[src/hw/rtl/rthsv_pkg.sv]
// shared types and constants for the rgb to hsv pixel unit
// no dependencies; imported by every module of the block

package rthsv_pkg;

    localparam int CH_W     = 8;              // channel and result byte width
    localparam int QUOT_W   = 8;              // quotient bits, one per divider cell
    localparam int SREM_W   = 2 * CH_W;       // saturation dividend 255*delta
    localparam int HREM_W   = 17;             // hue numerator, below 360*256
    localparam int HDIV_W   = CH_W + 1;       // hue divisor 2*delta

    localparam logic [SREM_W-1:0] SAT_SCALE  = SREM_W'(255);
    localparam logic [HREM_W-1:0] HUE_STEP   = HREM_W'(60);
    localparam logic [HREM_W-1:0] HUE_GREEN  = HREM_W'(120);
    localparam logic [HREM_W-1:0] HUE_BLUE   = HREM_W'(240);
    localparam logic [HREM_W-1:0] HUE_CIRCLE = HREM_W'(360);
    localparam logic [CH_W-1:0]   HUE_MAX    = CH_W'(179);

    typedef struct packed {
        logic [CH_W-1:0] red;
        logic [CH_W-1:0] green;
        logic [CH_W-1:0] blue;
    } t_pix_in;

    typedef struct packed {
        logic [CH_W-1:0] hue_half;
        logic [CH_W-1:0] saturation;
        logic [CH_W-1:0] value;
    } t_pix_out;

    // state carried from one divider cell to the next
    typedef struct packed {
        logic [SREM_W-1:0] rem_sat;
        logic [CH_W-1:0]   div_sat;
        logic [HREM_W-1:0] rem_hue;
        logic [HDIV_W-1:0] div_hue;
        logic [QUOT_W-1:0] q_sat;
        logic [QUOT_W-1:0] q_hue;
        logic [CH_W-1:0]   value;
        logic              sat_zero;
        logic              hue_zero;
    } t_cell_data;

endpackage

[src/hw/rtl/rthsv_front.sv]
// front stage: max, min, delta and hue numerator of one pixel, registered
// depends on rthsv_pkg

module rthsv_front import rthsv_pkg::*; (
    input  logic       i_clk,
    input  logic       i_rst_n,
    input  logic       i_valid,
    output logic       o_ready,
    input  t_pix_in    i_pix,
    output logic       o_valid,
    input  logic       i_ready,
    output t_cell_data o_data
);

    logic             r_valid;
    t_cell_data       r_data;
    t_cell_data       n_data;
    logic [CH_W-1:0]  maxv;
    logic [CH_W-1:0]  minv;
    logic [CH_W-1:0]  delta;
    logic             red_max;
    logic             green_max;
    logic signed [CH_W+1:0]   diff_gb;
    logic signed [HREM_W:0]   num_red;
    logic [HREM_W-1:0] delta_circle;
    logic [HREM_W-1:0] num;

    always_comb begin
        red_max   = (i_pix.red >= i_pix.green) && (i_pix.red >= i_pix.blue);
        green_max = !red_max && (i_pix.green >= i_pix.blue);
        if (red_max) begin
            maxv = i_pix.red;
        end else if (green_max) begin
            maxv = i_pix.green;
        end else begin
            maxv = i_pix.blue;
        end
        minv = i_pix.red;
        if (i_pix.green < minv) begin
            minv = i_pix.green;
        end
        if (i_pix.blue < minv) begin
            minv = i_pix.blue;
        end
        delta = maxv - minv;

        diff_gb      = signed'({2'b00, i_pix.green}) - signed'({2'b00, i_pix.blue});
        num_red      = (HREM_W+1)'(diff_gb) * signed'({1'b0, HUE_STEP});
        delta_circle = HREM_W'(delta) * HUE_CIRCLE;

        // only the red sector can go negative; wrap it once around the circle
        if (red_max) begin
            if (num_red[HREM_W]) begin
                num = HREM_W'(num_red + signed'({1'b0, delta_circle}));
            end else begin
                num = HREM_W'(num_red);
            end
        end else if (green_max) begin
            num = HREM_W'(delta) * HUE_GREEN + HREM_W'(i_pix.blue) * HUE_STEP
                - HREM_W'(i_pix.red) * HUE_STEP;
        end else begin
            num = HREM_W'(delta) * HUE_BLUE + HREM_W'(i_pix.red) * HUE_STEP
                - HREM_W'(i_pix.green) * HUE_STEP;
        end

        n_data.rem_sat  = SREM_W'(delta) * SAT_SCALE;
        n_data.div_sat  = maxv;
        n_data.rem_hue  = num;
        n_data.div_hue  = {delta, 1'b0};
        n_data.q_sat    = '0;
        n_data.q_hue    = '0;
        n_data.value    = maxv;
        n_data.sat_zero = (maxv == '0);
        n_data.hue_zero = (delta == '0);
    end

    assign o_ready = !r_valid || i_ready;

    always_ff @(posedge i_clk) begin
        if (!i_rst_n) begin
            r_valid <= 1'b0;
        end else if (o_ready) begin
            r_valid <= i_valid;
        end
    end

    always_ff @(posedge i_clk) begin
        if (i_valid && o_ready) begin
            r_data <= n_data;
        end
    end

    assign o_valid = r_valid;
    assign o_data  = r_data;

endmodule

[src/hw/rtl/rthsv_div_cell.sv]
// one cell of the divider chain: retires quotient bit BIT_IDX of both divisions
// depends on rthsv_pkg

module rthsv_div_cell import rthsv_pkg::*; #(
    parameter int BIT_IDX = QUOT_W - 1
) (
    input  logic       i_clk,
    input  logic       i_rst_n,
    input  logic       i_valid,
    output logic       o_ready,
    input  t_cell_data i_data,
    output logic       o_valid,
    input  logic       i_ready,
    output t_cell_data o_data
);

    logic              r_valid;
    t_cell_data        r_data;
    t_cell_data        n_data;
    logic [SREM_W-1:0] sat_trial;
    logic [HREM_W-1:0] hue_trial;
    logic              sat_ge;
    logic              hue_ge;

    always_comb begin
        sat_trial = SREM_W'(i_data.div_sat) << BIT_IDX;
        hue_trial = HREM_W'(i_data.div_hue) << BIT_IDX;
        sat_ge    = i_data.rem_sat >= sat_trial;
        hue_ge    = i_data.rem_hue >= hue_trial;

        n_data = i_data;
        if (sat_ge) begin
            n_data.rem_sat = i_data.rem_sat - sat_trial;
        end
        if (hue_ge) begin
            n_data.rem_hue = i_data.rem_hue - hue_trial;
        end
        n_data.q_sat[BIT_IDX] = sat_ge;
        n_data.q_hue[BIT_IDX] = hue_ge;
    end

    assign o_ready = !r_valid || i_ready;

    always_ff @(posedge i_clk) begin
        if (!i_rst_n) begin
            r_valid <= 1'b0;
        end else if (o_ready) begin
            r_valid <= i_valid;
        end
    end

    always_ff @(posedge i_clk) begin
        if (i_valid && o_ready) begin
            r_data <= n_data;
        end
    end

    assign o_valid = r_valid;
    assign o_data  = r_data;

    // partial remainders stay below the divisor shifted by this cell's bit index
    a_sat_rem: assert property (@(posedge i_clk) disable iff (!i_rst_n)
        r_valid && !r_data.sat_zero |->
        r_data.rem_sat < (SREM_W'(r_data.div_sat) << BIT_IDX))
        else $error("saturation remainder out of range");

    a_hue_rem: assert property (@(posedge i_clk) disable iff (!i_rst_n)
        r_valid && !r_data.hue_zero |->
        r_data.rem_hue < (HREM_W'(r_data.div_hue) << BIT_IDX))
        else $error("hue remainder out of range");

endmodule

[src/hw/rtl/rgb_to_hsv_pixel_unit.sv]
// top level of the rgb to hsv pixel converter: front stage and divider chain
// depends on rthsv_pkg, rthsv_front and rthsv_div_cell

// Converts one 8-bit RGB pixel to 8-bit HSV (hue in degrees halved, 0..179;
// saturation floor(255*delta/value); value = largest channel) per transaction.
// A new pixel is taken every clock unless a held-off output has filled the chain;
// each result is registered in the front stage and then in every divider cell: one
// stage finds max, min and the hue numerator, then a chain of eight divider cells
// retires one quotient bit of the saturation and hue divisions per cell. Each
// stage stalls on its own, so gaps in the stream are squeezed out when the output
// side holds off.

module rgb_to_hsv_pixel_unit import rthsv_pkg::*; (
    input  logic     i_clk,
    input  logic     i_rst_n,
    input  logic     i_valid,
    output logic     o_ready,
    input  t_pix_in  i_pix,
    output logic     o_valid,
    input  logic     i_ready,
    output t_pix_out o_pix
);

    localparam int STAGES = QUOT_W + 1;
    localparam int OCC_W  = $clog2(STAGES + 1);

    logic       c_valid [0:QUOT_W];
    logic       c_ready [0:QUOT_W];
    t_cell_data c_data  [0:QUOT_W];

    rthsv_front u_front (
        .i_clk   (i_clk),
        .i_rst_n (i_rst_n),
        .i_valid (i_valid),
        .o_ready (o_ready),
        .i_pix   (i_pix),
        .o_valid (c_valid[0]),
        .i_ready (c_ready[0]),
        .o_data  (c_data[0])
    );

    for (genvar k = 0; k < QUOT_W; k++) begin : g_cell
        rthsv_div_cell #(
            .BIT_IDX (QUOT_W - 1 - k)
        ) u_cell (
            .i_clk   (i_clk),
            .i_rst_n (i_rst_n),
            .i_valid (c_valid[k]),
            .o_ready (c_ready[k]),
            .i_data  (c_data[k]),
            .o_valid (c_valid[k+1]),
            .i_ready (c_ready[k+1]),
            .o_data  (c_data[k+1])
        );
    end

    assign c_ready[QUOT_W] = i_ready;
    assign o_valid         = c_valid[QUOT_W];

    always_comb begin
        o_pix.hue_half   = c_data[QUOT_W].hue_zero ? '0 : c_data[QUOT_W].q_hue;
        o_pix.saturation = c_data[QUOT_W].sat_zero ? '0 : c_data[QUOT_W].q_sat;
        o_pix.value      = c_data[QUOT_W].value;
    end

    // transactions in flight, for checking only
    logic [OCC_W-1:0] r_occ;
    logic [OCC_W-1:0] n_occ;

    always_comb begin
        n_occ = r_occ;
        if (i_valid && o_ready && !(o_valid && i_ready)) begin
            n_occ = r_occ + OCC_W'(1);
        end else if (!(i_valid && o_ready) && o_valid && i_ready) begin
            n_occ = r_occ - OCC_W'(1);
        end
    end

    always_ff @(posedge i_clk) begin
        if (!i_rst_n) begin
            r_occ <= '0;
        end else begin
            r_occ <= n_occ;
        end
    end

    a_occ_max: assert property (@(posedge i_clk) disable iff (!i_rst_n)
        r_occ <= OCC_W'(STAGES))
        else $error("more transactions in flight than stages");

    a_no_phantom: assert property (@(posedge i_clk) disable iff (!i_rst_n)
        r_occ == '0 |-> !o_valid)
        else $error("result without an accepted pixel");

    a_full_stall: assert property (@(posedge i_clk) disable iff (!i_rst_n)
        r_occ == OCC_W'(STAGES) && !i_ready |-> !o_ready)
        else $error("pixel accepted into a full chain");

    a_hue_range: assert property (@(posedge i_clk) disable iff (!i_rst_n)
        o_valid |-> o_pix.hue_half <= HUE_MAX)
        else $error("hue out of range");

endmodule
[config.mk]
export PLATFORM = sky130hd
export DESIGN_NAME = rgb_to_hsv_pixel_unit
export DESIGN_NICKNAME = d
export VERILOG_FILES = /design/src/hw/rtl/rthsv_pkg.sv /design/src/hw/rtl/rthsv_front.sv /design/src/hw/rtl/rthsv_div_cell.sv /design/src/hw/rtl/rgb_to_hsv_pixel_unit.sv
export SDC_FILE = /design/constraint.sdc
export NUM_CORES = 1
export LEC_CHECK = 0
export BUFFER_PORTS_ARGS = -buffer_cell sky130_fd_sc_hd__buf_2
export CAP_MARGIN = 25
export CORE_ASPECT_RATIO = 1.1
export CORE_MARGIN = 1.5
export CORE_UTILIZATION = 58
export DETAILED_ROUTE_END_ITERATION = 6
export PLACE_DENSITY_LB_ADDON = 0.15
export SYNTH_ARGS = -nofsm -noshare
export SYNTH_HDL_FRONTEND = slang
export SYNTH_SLANG_ARGS = --single-unit
[constraint.sdc]
create_clock -name i_clk -period 10.15 [get_ports i_clk]
set_input_delay 1.5225 -clock i_clk [delete_from_list [all_inputs] [get_ports i_clk]]
set_output_delay 1.5225 -clock i_clk [all_outputs]
set_load 0.1 [all_outputs]
==> reports/qor.yml <==
timing:
  max_freq_mhz: 102
  period_share_pct: 96.4
  final-max-slew-violation-count: 0
  min_period_ns: 9.78
  relSlewSlack_pct: 45.1
  setup_viol: 0
  finalSetupTns_ns: 0
  hold_viol: 0
  tightest_slew_ns: 0.821
  setup_slack_ns: 0.369
  skew_ns: 0.0187
cts:
  cts_tree: "yes"
  cts.reportedPaths.clkPinSlew_ns: 0.07
  htreeDepth: 2
  clock_latency_ns: 0.55
  clkSinkCount: 475
  cts_buffers: 43
  clockBufferDepth: 3
  cts-root-buf: "clkbuf_16"
die:
  die_area_um2: 58300
  fp.coreArea_um2: 56100
  ios: 54
  die_height_um: 253
  start_util_pct: 58.7
  rows: 91
  die_x_um: 230
worst_setup_path:
  cp_data_required_time_ns: 10.53
  cp_slowest_cell: "fa_1"
  critical_path.max_stage_delay_ns: 0.59
  cp_top_family: "adder cells"
  cp.arrival_ns: 10.16
  cp-start-kind: "primary input"
  rr_endpoint: "g_cell[5].u_cell.o_data[45]"
  reg2reg_slack_ns: 6.52
  reg2reg_depth: 10
  crit_type: "primary input to flip-flop"
  r2r-start: "g_cell[4].u_cell.o_data[60]"
  end_kind: "flip-flop"
  cp_max_fo: 11
  path_buf_inv: 6
worst_hold_path:
  min_path_type: "flip-flop to flip-flop"
  min_from: "g_cell[0].u_cell.o_data[17]"
  min_to: "g_cell[1].u_cell.o_data[17]"
  hold_path_depth: 0
global_routing:
  grt.total_usage_pct: 25.0
  grt_first_pass_wirelength_um: 116000
  grt_pass1_vias: 23600
  grt_overflow: 0
  antenna_found_initial: 0
  grt_max_degree: 63
status:
  outcome: "finished clean"
synth:
  yosys-top-cells-area: "edfxtp_1 (42%), ha_1 (14%), fa_1 (7.5%)"
  yosysUniqueCellTypes: 89
  synthFlopType: "edfxtp_1"
  synth_edf_count: 466
  async_flop_share_pct: 0
  syn-cell-area_um2: 33000
  synth-seq-area-share_pct: 43.0
  syn_inst: 2996
  syn_nets: 3507
  yosys.area.top_type_share_pct: 42.4
  ys_ff_latch: 475
  synth_top_cell_by_area: "edfxtp_1"
  yosys_warnings: 0
  postSynthAreaPerCell_um2: 11.0
cells_and_area:
  syn_to_final_growth_pct: 14.6
  antenna_cells: 0
  nets: 3818
  layout-drive-gt1-share_pct: 15.5
  final_area_um2: 37800
routing:
  drt_wl_total_um: 72500
  vias: 22900
  via_per_inst: 5.61
  drt_iter0_markers: 972
  drc: 0
  ant_nets: 0
  drt_pass1_iterations: 6
  wl_per_cell_um: 17.8
job:
  max-cap-violations: 0
place:
  place.gp.congestion: 0.981
  post-place-ws_ns: -0.566
  port_buffers: 53
  dpl_cell_area_um2: 36000
  hpwl_um: 59700
## kinds of logic (layout without fill, tap and decap cells)
kind of cell    count (synthesis)  after routing  synth area share, %
xor+xnor                      210            210                 5.73
mux                            77             77                 2.50
buf+inv                       475            817                 5.56
fa+ha+maj                     483            483                 21.2
simple gates                  674            674                 10.3
compound gates                602            602                 11.8
flops                         475            475                 43.0
## stage by stage
stage	util (%)	std cells	hold WS [ns]
after detailed placement	64.1	3996	0.405
after CTS	66.6	4072	0.409
final	67.3	4082	0.413
after global routing	67.3	4082	0.414
after floorplan	-	2996	0.400
after global placement	64.1	3995	0.401
## cells in the final DEF, fill, tap and decap left out, drive strengths merged, types with 16 or more instances in the layout
| cell | Yosys | routed |
|---|---|---|
| edfxtp | 466 | 466 |
| inv | 434 | 435 |
| ha | 359 | 359 |
| buf | 23 | 307 |
| nor2 | 210 | 210 |
| a21oi | 179 | 179 |
| xnor2 | 142 | 142 |
| o21ai | 137 | 137 |
| fa | 124 | 124 |
| nand2 | 118 | 118 |
| nor2b | 80 | 80 |
| xor2 | 66 | 66 |
| clkbuf | 18 | 55 |
| nor3 | 53 | 53 |
| a21o | 50 | 50 |
| a21boi | 44 | 44 |
| mux2 | 42 | 42 |
| nand3 | 40 | 40 |
| nand2b | 40 | 40 |
| mux2i | 35 | 35 |
| o21a | 28 | 28 |
| nand4 | 24 | 24 |
| nor4 | 24 | 24 |
| o21bai | 23 | 23 |
| or3 | 22 | 22 |
| a211oi | 20 | 20 |
| o211ai | 16 | 16 |
## cell type report
cell class	instances	area, µm²
Fill cell	4145	18400
Multi-Input combinational cell	2046	17500
Sequential cell	475	14200
Timing Repair Buffer	307	2190
Inverter	434	1630
Clock buffer	55	1120
Tap cell	744	931
Clock inverter	21	241
## sequential cells by signal, indices dropped and copies added (netlist names)
signal / cells
u_front.o_data: 48
u_front.o_valid: 1
g_cell.u_cell.o_valid: 8
g_cell.u_cell.o_data: 418
## cell usage after synthesis (42+ instances only)
cell / number
edfxtp_1: 466
inv_1: 432
ha_1: 359
nor2_1: 209
a21oi_1: 179
xnor2_1: 141
o21ai_0: 130
fa_1: 124
nand2_1: 118
nor2b_1: 79
xor2_1: 64
nor3_1: 53
a21o_1: 50
a21boi_0: 44
mux2_2: 42
## metal layers
layer / track usage [%] / part of all wire, % / vias up
li1: - / - / 11200
met1: 25.2 / 36 / 11100
met2: 51.0 / 56 / 434
met3: 2.11 / 2.6 / 187
met4: 11.3 / 4.9 / 0
met5: 0 / 0 / -
## worst max path at each step
stage	start	end	depth (start not counted)
floorplan	i_pix[18]	u_front.o_data[49]	47
global placement	i_pix[18]	u_front.o_data[49]	41
detailed placement	i_pix[18]	u_front.o_data[49]	44
CTS	i_pix[18]	u_front.o_data[49]	48
global route	i_pix[19]	u_front.o_data[51]	51
finish	i_pix[19]	u_front.o_data[49]	41
## what timing repair did
| action | in CTS | in global routing |
|---|---|---|
| buffers inserted | 0 | 10 |
| hold buffers | 0 | 0 |
| resized for setup | 1 | 67 |
| pin swaps | 0 | 36 |
| endpoints found under the setup margin | 1 | 6 |
| cloned | 0 | 0 |
Power is left out: the tool's default activity adds up to more than one toggle a clock period on the data nets, which glitch-free logic cannot reach.
